**src/rtl/core/assert_macros.svh**
```systemverilog
// Assertion helpers used by ddfp_parse.
`ifndef ASSERT_MACROS_SVH
`define ASSERT_MACROS_SVH
`ifndef SYNTHESIS
// Condition must hold at every clock edge out of reset.
`define ASSERT_ALWAYS(label, clk, rst, cond, msg) \
  label: assert property (@(posedge clk) disable iff (rst) (cond)) else $error(msg);
// Antecedent implies consequent in the same cycle.
`define ASSERT_IMPL(label, clk, rst, ante, cons, msg) \
  label: assert property (@(posedge clk) disable iff (rst) (ante) |-> (cons)) else $error(msg);
// Antecedent implies consequent in the next cycle.
`define ASSERT_NEXT(label, clk, rst, ante, cons, msg) \
  label: assert property (@(posedge clk) disable iff (rst) (ante) |=> (cons)) else $error(msg);
`else
`define ASSERT_ALWAYS(label, clk, rst, cond, msg)
`define ASSERT_IMPL(label, clk, rst, ante, cons, msg)
`define ASSERT_NEXT(label, clk, rst, ante, cons, msg)
`endif
`endif

```
**src/rtl/core/ddfp_pkg.sv**
```systemverilog
package ddfp_pkg;

  // field phases
  localparam logic [1:0] PH_WS    = 2'd0;
  localparam logic [1:0] PH_SIGN  = 2'd1;
  localparam logic [1:0] PH_DIGIT = 2'd2;
  localparam logic [1:0] PH_DONE  = 2'd3;

  // configuration register indexes
  localparam logic [1:0] CFG_DELIM  = 2'd0;
  localparam logic [1:0] CFG_UPDATE = 2'd1;
  localparam logic [1:0] CFG_ROUTE  = 2'd2;

  // character codes
  localparam logic [7:0] CH_TERM  = 8'h00;
  localparam logic [7:0] CH_PLUS  = 8'h2b;
  localparam logic [7:0] CH_MINUS = 8'h2d;
  localparam logic [7:0] CH_ZERO  = 8'h30;
  localparam logic [7:0] CH_NINE  = 8'h39;
  localparam logic [7:0] CH_SPACE = 8'h20;
  localparam logic [7:0] CH_TAB   = 8'h09;
  localparam logic [7:0] CH_CR    = 8'h0d;

  localparam logic [31:0] MAG_LIMIT = 32'h8000_0000;
  localparam logic [31:0] POS_MAX   = 32'h7fff_ffff;

  typedef struct packed {
    logic [7:0]         delimiter;
    logic signed [31:0] update_code;
    logic               route_enable;
  } cfg_t;

  typedef struct packed {
    logic signed [31:0] value;
    logic               is_update;
    logic               last;
  } result_t;

endpackage

```
**src/rtl/core/ddfp_in_stage.sv**
```systemverilog
module ddfp_in_stage (
  input  logic       clk,
  input  logic       rst,
  input  logic       in_valid,
  output logic       in_stall,
  input  logic [7:0] char_in,
  input  logic       take,
  output logic       item_valid,
  output logic [7:0] item_char
);

  // hold the registered item until the parser takes it
  assign in_stall = item_valid && !take;

  always_ff @(posedge clk) begin
    if (rst) begin
      item_valid <= 1'b0;
    end else if (!in_stall) begin
      item_valid <= in_valid;
    end
  end

  always_ff @(posedge clk) begin
    if (!in_stall && in_valid) begin
      item_char <= char_in;
    end
  end

endmodule

```
**src/rtl/core/ddfp_parse.sv**
```systemverilog
`include "assert_macros.svh"

module ddfp_parse (
  input  logic              clk,
  input  logic              rst,
  input  ddfp_pkg::cfg_t    cfg,
  input  logic              item_valid,
  input  logic [7:0]        item_char,
  input  logic              out_free,
  output logic              take,
  output logic              res_valid,
  output ddfp_pkg::result_t res
);

  logic [1:0]  phase, phase_next;
  logic        negative, negative_next;
  logic [31:0] mag, mag_next;
  logic        first_field, first_field_next;
  logic        rec_upd, rec_upd_next;

  logic        is_end, is_term, is_digit, is_ws;
  logic [35:0] mag_ext;
  logic [31:0] fval;
  logic        upd_flag;

  // classify the character
  always_comb begin
    is_end   = (item_char == ddfp_pkg::CH_TERM);
    is_term  = is_end || (item_char == cfg.delimiter);
    is_digit = item_char inside {[ddfp_pkg::CH_ZERO:ddfp_pkg::CH_NINE]};
    is_ws    = (item_char == ddfp_pkg::CH_SPACE) ||
               (item_char inside {[ddfp_pkg::CH_TAB:ddfp_pkg::CH_CR]});
  end

  // a field end needs room in the output register
  assign take      = item_valid && (!is_term || out_free);
  assign res_valid = item_valid && is_term;

  // magnitude times ten plus the digit
  assign mag_ext = {1'b0, mag, 3'b000} + {3'b000, mag, 1'b0} +
                   {32'd0, item_char[3:0] - ddfp_pkg::CH_ZERO[3:0]};

  // saturated signed value of the current field
  always_comb begin
    if (negative) begin
      fval = mag[31] ? ddfp_pkg::MAG_LIMIT : (32'd0 - mag);
    end else begin
      fval = mag[31] ? ddfp_pkg::POS_MAX : mag;
    end
  end

  assign upd_flag = first_field ?
                    (cfg.route_enable && (fval == cfg.update_code)) : rec_upd;

  assign res.value     = fval;
  assign res.is_update = upd_flag;
  assign res.last      = is_end;

  // next state
  always_comb begin
    phase_next       = phase;
    negative_next    = negative;
    mag_next         = mag;
    first_field_next = first_field;
    rec_upd_next     = rec_upd;
    if (is_term) begin
      phase_next    = ddfp_pkg::PH_WS;
      negative_next = 1'b0;
      mag_next      = 32'd0;
      if (is_end) begin
        first_field_next = 1'b1;
        rec_upd_next     = 1'b0;
      end else begin
        first_field_next = 1'b0;
        rec_upd_next     = upd_flag;
      end
    end else if (is_digit && phase != ddfp_pkg::PH_DONE) begin
      mag_next   = (mag_ext >= {4'd0, ddfp_pkg::MAG_LIMIT}) ?
                   ddfp_pkg::MAG_LIMIT : mag_ext[31:0];
      phase_next = ddfp_pkg::PH_DIGIT;
    end else if (phase == ddfp_pkg::PH_WS) begin
      if (item_char == ddfp_pkg::CH_PLUS || item_char == ddfp_pkg::CH_MINUS) begin
        negative_next = (item_char == ddfp_pkg::CH_MINUS);
        phase_next    = ddfp_pkg::PH_SIGN;
      end else if (!is_ws) begin
        phase_next = ddfp_pkg::PH_DONE;
      end
    end else begin
      phase_next = ddfp_pkg::PH_DONE;
    end
  end

  always_ff @(posedge clk) begin
    if (rst) begin
      phase       <= ddfp_pkg::PH_WS;
      negative    <= 1'b0;
      mag         <= 32'd0;
      first_field <= 1'b1;
      rec_upd     <= 1'b0;
    end else if (take) begin
      phase       <= phase_next;
      negative    <= negative_next;
      mag         <= mag_next;
      first_field <= first_field_next;
      rec_upd     <= rec_upd_next;
    end
  end

  `ASSERT_ALWAYS(a_mag_limit, clk, rst, mag <= ddfp_pkg::MAG_LIMIT, "magnitude above limit")
  `ASSERT_NEXT(a_rec_reset, clk, rst, take && is_end,
               first_field && !rec_upd && mag == 32'd0, "record state not cleared")
  `ASSERT_IMPL(a_hold_why, clk, rst, item_valid && !take,
               is_term && !out_free, "item held without cause")

endmodule

```
**src/rtl/core/ddfp_out_stage.sv**
```systemverilog
module ddfp_out_stage (
  input  logic              clk,
  input  logic              rst,
  input  logic              load,
  input  ddfp_pkg::result_t res,
  output logic              out_free,
  output logic              out_valid,
  input  logic              out_stall,
  output logic signed [31:0] value,
  output logic              is_update,
  output logic              last
);

  // slot is free when empty or being drained this cycle
  assign out_free = !out_valid || !out_stall;

  always_ff @(posedge clk) begin
    if (rst) begin
      out_valid <= 1'b0;
    end else if (out_free) begin
      out_valid <= load;
    end
  end

  always_ff @(posedge clk) begin
    if (out_free && load) begin
      value     <= res.value;
      is_update <= res.is_update;
      last      <= res.last;
    end
  end

endmodule

```
**src/rtl/core/delimited_decimal_field_parser_core.sv**
```systemverilog
// channel | signals                          | direction
// input   | in_valid, in_stall, char_in      | item in, stall out
// output  | out_valid, out_stall, value,     | item out, stall in
//         | is_update, last                  |
// config  | cfg_wr, cfg_idx, cfg_data        | write only
// One character item per cycle while in_stall is low; a field value goes through the
// input register, then the result register, after its delimiter or terminator is accepted.
// The per-character step is one multiply-by-ten add with saturation.
// Synchronous reset clears the field state and loads register defaults.
// A held result stalls input only when the next item also ends a field.
module delimited_decimal_field_parser_core (
  input  logic               clk,
  input  logic               rst,
  input  logic               in_valid,
  output logic               in_stall,
  input  logic [7:0]         char_in,
  output logic               out_valid,
  input  logic               out_stall,
  output logic signed [31:0] value,
  output logic               is_update,
  output logic               last,
  input  logic               cfg_wr,
  input  logic [1:0]         cfg_idx,
  input  logic [31:0]        cfg_data
);

  ddfp_pkg::cfg_t    cfg;
  ddfp_pkg::result_t res;
  logic              take, item_valid, res_valid, out_free;
  logic [7:0]        item_char;

  // configuration registers
  always_ff @(posedge clk) begin
    if (rst) begin
      cfg.delimiter    <= 8'd44;
      cfg.update_code  <= 32'sd0;
      cfg.route_enable <= 1'b1;
    end else if (cfg_wr) begin
      case (cfg_idx)
        ddfp_pkg::CFG_DELIM:  cfg.delimiter    <= cfg_data[7:0];
        ddfp_pkg::CFG_UPDATE: cfg.update_code  <= cfg_data;
        ddfp_pkg::CFG_ROUTE:  cfg.route_enable <= cfg_data[0];
        default: ;
      endcase
    end
  end

  ddfp_in_stage u_in (
    .clk        (clk),
    .rst        (rst),
    .in_valid   (in_valid),
    .in_stall   (in_stall),
    .char_in    (char_in),
    .take       (take),
    .item_valid (item_valid),
    .item_char  (item_char)
  );

  ddfp_parse u_parse (
    .clk        (clk),
    .rst        (rst),
    .cfg        (cfg),
    .item_valid (item_valid),
    .item_char  (item_char),
    .out_free   (out_free),
    .take       (take),
    .res_valid  (res_valid),
    .res        (res)
  );

  ddfp_out_stage u_out (
    .clk       (clk),
    .rst       (rst),
    .load      (res_valid && take),
    .res       (res),
    .out_free  (out_free),
    .out_valid (out_valid),
    .out_stall (out_stall),
    .value     (value),
    .is_update (is_update),
    .last      (last)
  );

endmodule

```
**config.mk**
```make
export PLATFORM = sky130hd
export DESIGN_NAME = delimited_decimal_field_parser_core
export DESIGN_NICKNAME = d
export VERILOG_FILES = /design/src/rtl/core/ddfp_pkg.sv /design/src/rtl/core/ddfp_in_stage.sv /design/src/rtl/core/ddfp_parse.sv /design/src/rtl/core/ddfp_out_stage.sv /design/src/rtl/core/delimited_decimal_field_parser_core.sv
export VERILOG_INCLUDE_DIRS = /design/src /design/src/rtl/core
export SDC_FILE = /design/constraint.sdc
export NUM_CORES = 1
export LEC_CHECK = 0
export BUFFER_PORTS_ARGS = -buffer_cell sky130_fd_sc_hd__buf_2
export CAP_MARGIN = 40
export CORE_AREA = 2 2 144 118
export DETAILED_ROUTE_END_ITERATION = 12
export DIE_AREA = 0 0 146 120
export HOLD_SLACK_MARGIN = 0.03
export PLACE_DENSITY = 0.78
export RECOVER_POWER = 50
export SYNTH_ARGS = -nofsm -noshare
export SYNTH_HDL_FRONTEND = slang
export SYNTH_SLANG_ARGS = --single-unit
```
**constraint.sdc**
```tcl
create_clock -name clk -period 8.3 [get_ports clk]
set_input_delay 1.245 -clock clk [delete_from_list [all_inputs] [get_ports clk]]
set_output_delay 1.245 -clock clk [all_outputs]
set_load 0.05 [all_outputs]
```
==> reports/qor.yml <==
outcome:
  status: "finished with violations"
  failed_checks: "max-capacitance violations, max-slew violations"
yosys:
  yosys-top-cells-area: "dfxtp_1 18%, edfxtp_1 14%, ha_1 9.3%, a21oi_1 5.6%, nand2_1 5.2%"
  synth_top_cell_area_share_pct: 18.3
  synth_edf_count: 42
  synth_largest_area_cell: "dfxtp_1"
  syn_inst: 1033
  yosysSeqAreaShare_pct: 32.8
  async_flop_share_pct: 0
  ys_seq_elements: 122
  synth_area_sq_mm: 0.00873
  syn_avg_cell_area_sq_um: 8.45
  syn-num-nets: 1147
  synthDistinctLibCells: 73
  synth_ff_type: "dfxtp_1"
  ys_warn_count: 0
drt:
  vias: 8308
  wl_per_cell_um: 18.4
  drt-initial-drc-count: 1076
  drc: 0
  ant_nets: 0
  drtPass1Iterations: 6
  viasPerCell: 6.35
  wirelength_mm: 24.1
setup_path:
  setup.worst_path.end_class: "register"
  worst-endpoint-arrival_ns: 6.46
  path_max_fanout: 61
  crit_type: "reg2reg"
  startpoint_type: "register"
  r2r_start: "u_parse.mag[31]$_SDFFE_PP0P_"
  startpoint: "u_parse.mag[31]$_SDFFE_PP0P_"
  crit_required_ns: 8.66
clock_tree:
  clkTransAtPathRegs_ns: 0.06
  cts_resized: 0
  root_buffer: "clkbuf_16"
  cts-htree-levels: 4
  post-cts-setup-buffers: 0
  clock_latency_ns: 0.42
  cts_buffers: 17
  cts_tree: "done"
  postCtsHoldBufs: 0
  cts_sinks: 122
  clockBufferDepth: 2
grt:
  grt_pass1_wl_mm: 38.4
  track_usage_pct: 27.3
  grt_pass1_vias: 7428
  antenna_found_initial: 1
  grt_overflow_total: 0
  grt_max_degree: 62
sta:
  fin_crit_sh_pct: 73.5
  hold_violations: 0
  max_freq_ghz: 0.164
  rsz0062_at_grt: "no"
  slew_viol_final: 62
  period_minus_slack_ns: 6.10
  skew_ns: 0.0103
  finalSetupViolCount: 0
  worst_pin_slew_ns: 2.52
  setup_tns_ns: 0
  slew_headroom_pct: -68.2
  holdWs_ns: 0.469
flow_run:
  cap_violations: 1
final_layout:
  layout-drive-gt1-share_pct: 10.1
  fillers: 1438
  stdcell_count: 1309
  area_delta_synth_final_pct: 11.9
  multi_input_area_sq_mm: 0.00548
  nNetsFinal: 1189
  ff_latch_area_sq_mm: 0.00286
  fin_util_pct: 60.4
  fin_area_sq_mm: 0.00977
floorplanning:
  io_pins: 83
  fp-row-count: 42
  core_area_sq_mm: 0.0162
  die_h_um: 120
  dieArea_sq_mm: 0.0175
  die_x_um: 146
  start_util_pct: 53.9
pwr:
  powerDensity_mw_per_mm2: 151
  max-vdd-ir-drop_uv: 137
  p_leak_nw: 4.23
placed_design:
  portBuffers: 82
  hpwlAfterDp_mm: 17.5
  dp_cells: 1276
  placedInstanceArea_sq_mm: 0.00923
  routabilityCongestion: 0.926
min_path:
  min_from: "cfg[7]$_SDFFE_PP0P_"
  hp-class: "reg2reg"
-- worst max-delay path, cell delays in order (launching register included) --
cell and delay (ns):
dfxtp_2 0.31, clkbuf_1 1.78, inv_2 0.67, ha_1 0.54, ha_1 0.39, a211oi_1 0.27, o21ai_0 0.12, o22ai_1 0.16
o21ai_0 0.11, a21oi_1 0.26, xor2_1 0.18, a22oi_1 0.13, nor4_4 0.53, buf_4 0.39, a22o_1 0.18
-- placed cells by master (no fill, tap or decap), drive strengths merged, types with 34 or more instances in the layout --
| master | count |
|---|---|
| a21oi | 97 |
| buf | 53 |
| clkbuf | 59 |
| dfxtp | 80 |
| edfxtp | 42 |
| ha | 65 |
| inv | 37 |
| nand2 | 120 |
| nor2 | 71 |
| o21ai | 45 |
| xnor2 | 34 |
-- synth_stat cells, types with 5 or more instances --
library cell,n
nand2_1,120
nor3b_1,5
a221o_1,9
nand4_1,15
a31oi_1,11
nor4_1,17
nor2b_1,15
o311ai_0,8
ha_1,65
mux2i_1,10
o31ai_1,8
nor3_1,25
o21ai_1,5
a211o_1,14
a21oi_1,97
o211ai_1,9
nand2b_1,13
o21ai_0,40
o41ai_1,5
nand3_1,23
xor2_1,33
o22ai_1,6
nor4_2,6
a21o_1,14
dfxtp_1,80
and2_1,7
buf_1,8
nor2_1,71
clkbuf_1,46
and3_1,6
or3_1,8
buf_2,12
a211oi_1,7
xnor2_1,34
or4_1,7
inv_1,26
edfxtp_1,42
nand3b_1,6
a22o_1,32
or2_2,6
-- registers in the layout, indices dropped and copies added, names as in the netlist, 2 cells and up --
signal and count:
cfg 41, u_out.value 32, u_parse.mag 32, u_in.item_char 8
u_parse.phase 2
-- through the flow --
step | worst slack, ns | power, mW
3_5_place_dp | 3.78 | 0.736
5_1_grt | 1.86 | 1.52
2_1_floorplan | 4.71 | 0.704
4_1_cts | 3.72 | 1.48
6_report | 2.20 | 1.48
3_3_place_gp | 3.92 | 0.732
-- power breakdown --
part           internal, mW  switching (mW)  total [mW]
combinational        0.0355          0.0488      0.0843
clock                 0.451           0.303       0.754
sequential            0.627          0.0134       0.640
-- area by class of cell --
type	count	area share (%)
multi-input cells	814	56.0
flip-flops and latches	122	29.3
clock buffers	19	4.75
repair buffers	93	4.58
well taps	220	2.82
clock inverters	13	1.43
inverters	27	1.04
diodes	1	0.0256
-- final timing paths --
kind                                                     to  slack (ns)  cells after the start
worst min register to register          cfg[7]$_SDFFE_PP0P_        0.47                      2
worst max register to register  u_parse.mag[8]$_SDFFE_PP0P_        2.20                     14
worst min-delay path                    cfg[7]$_SDFFE_PP0P_        0.47                      2
worst max-delay path            u_parse.mag[8]$_SDFFE_PP0P_        2.20                     14
-- layer usage --
metal	GRT usage, %	up-vias	part of all wire (%)
met5	0	-	0
met3	5.86	52	10
met2	42.1	452	43
met4	7.22	0	2.2
li1	-	3933	-
met1	38.9	3871	44
-- logic make-up after synthesis --
| group | synth area share (%) |
|---|---|
| adder cells (fa/ha/maj) | 9.77 |
| XOR/XNOR | 6.72 |
| AND/OR/NAND/NOR | 21.5 |
| flip-flops | 32.8 |
| multiplexers | 1.15 |
| buffers and inverters | 4.56 |
| AO/OA/AOI/OAI | 23.5 |
Power figures use the tool's default switching activity.
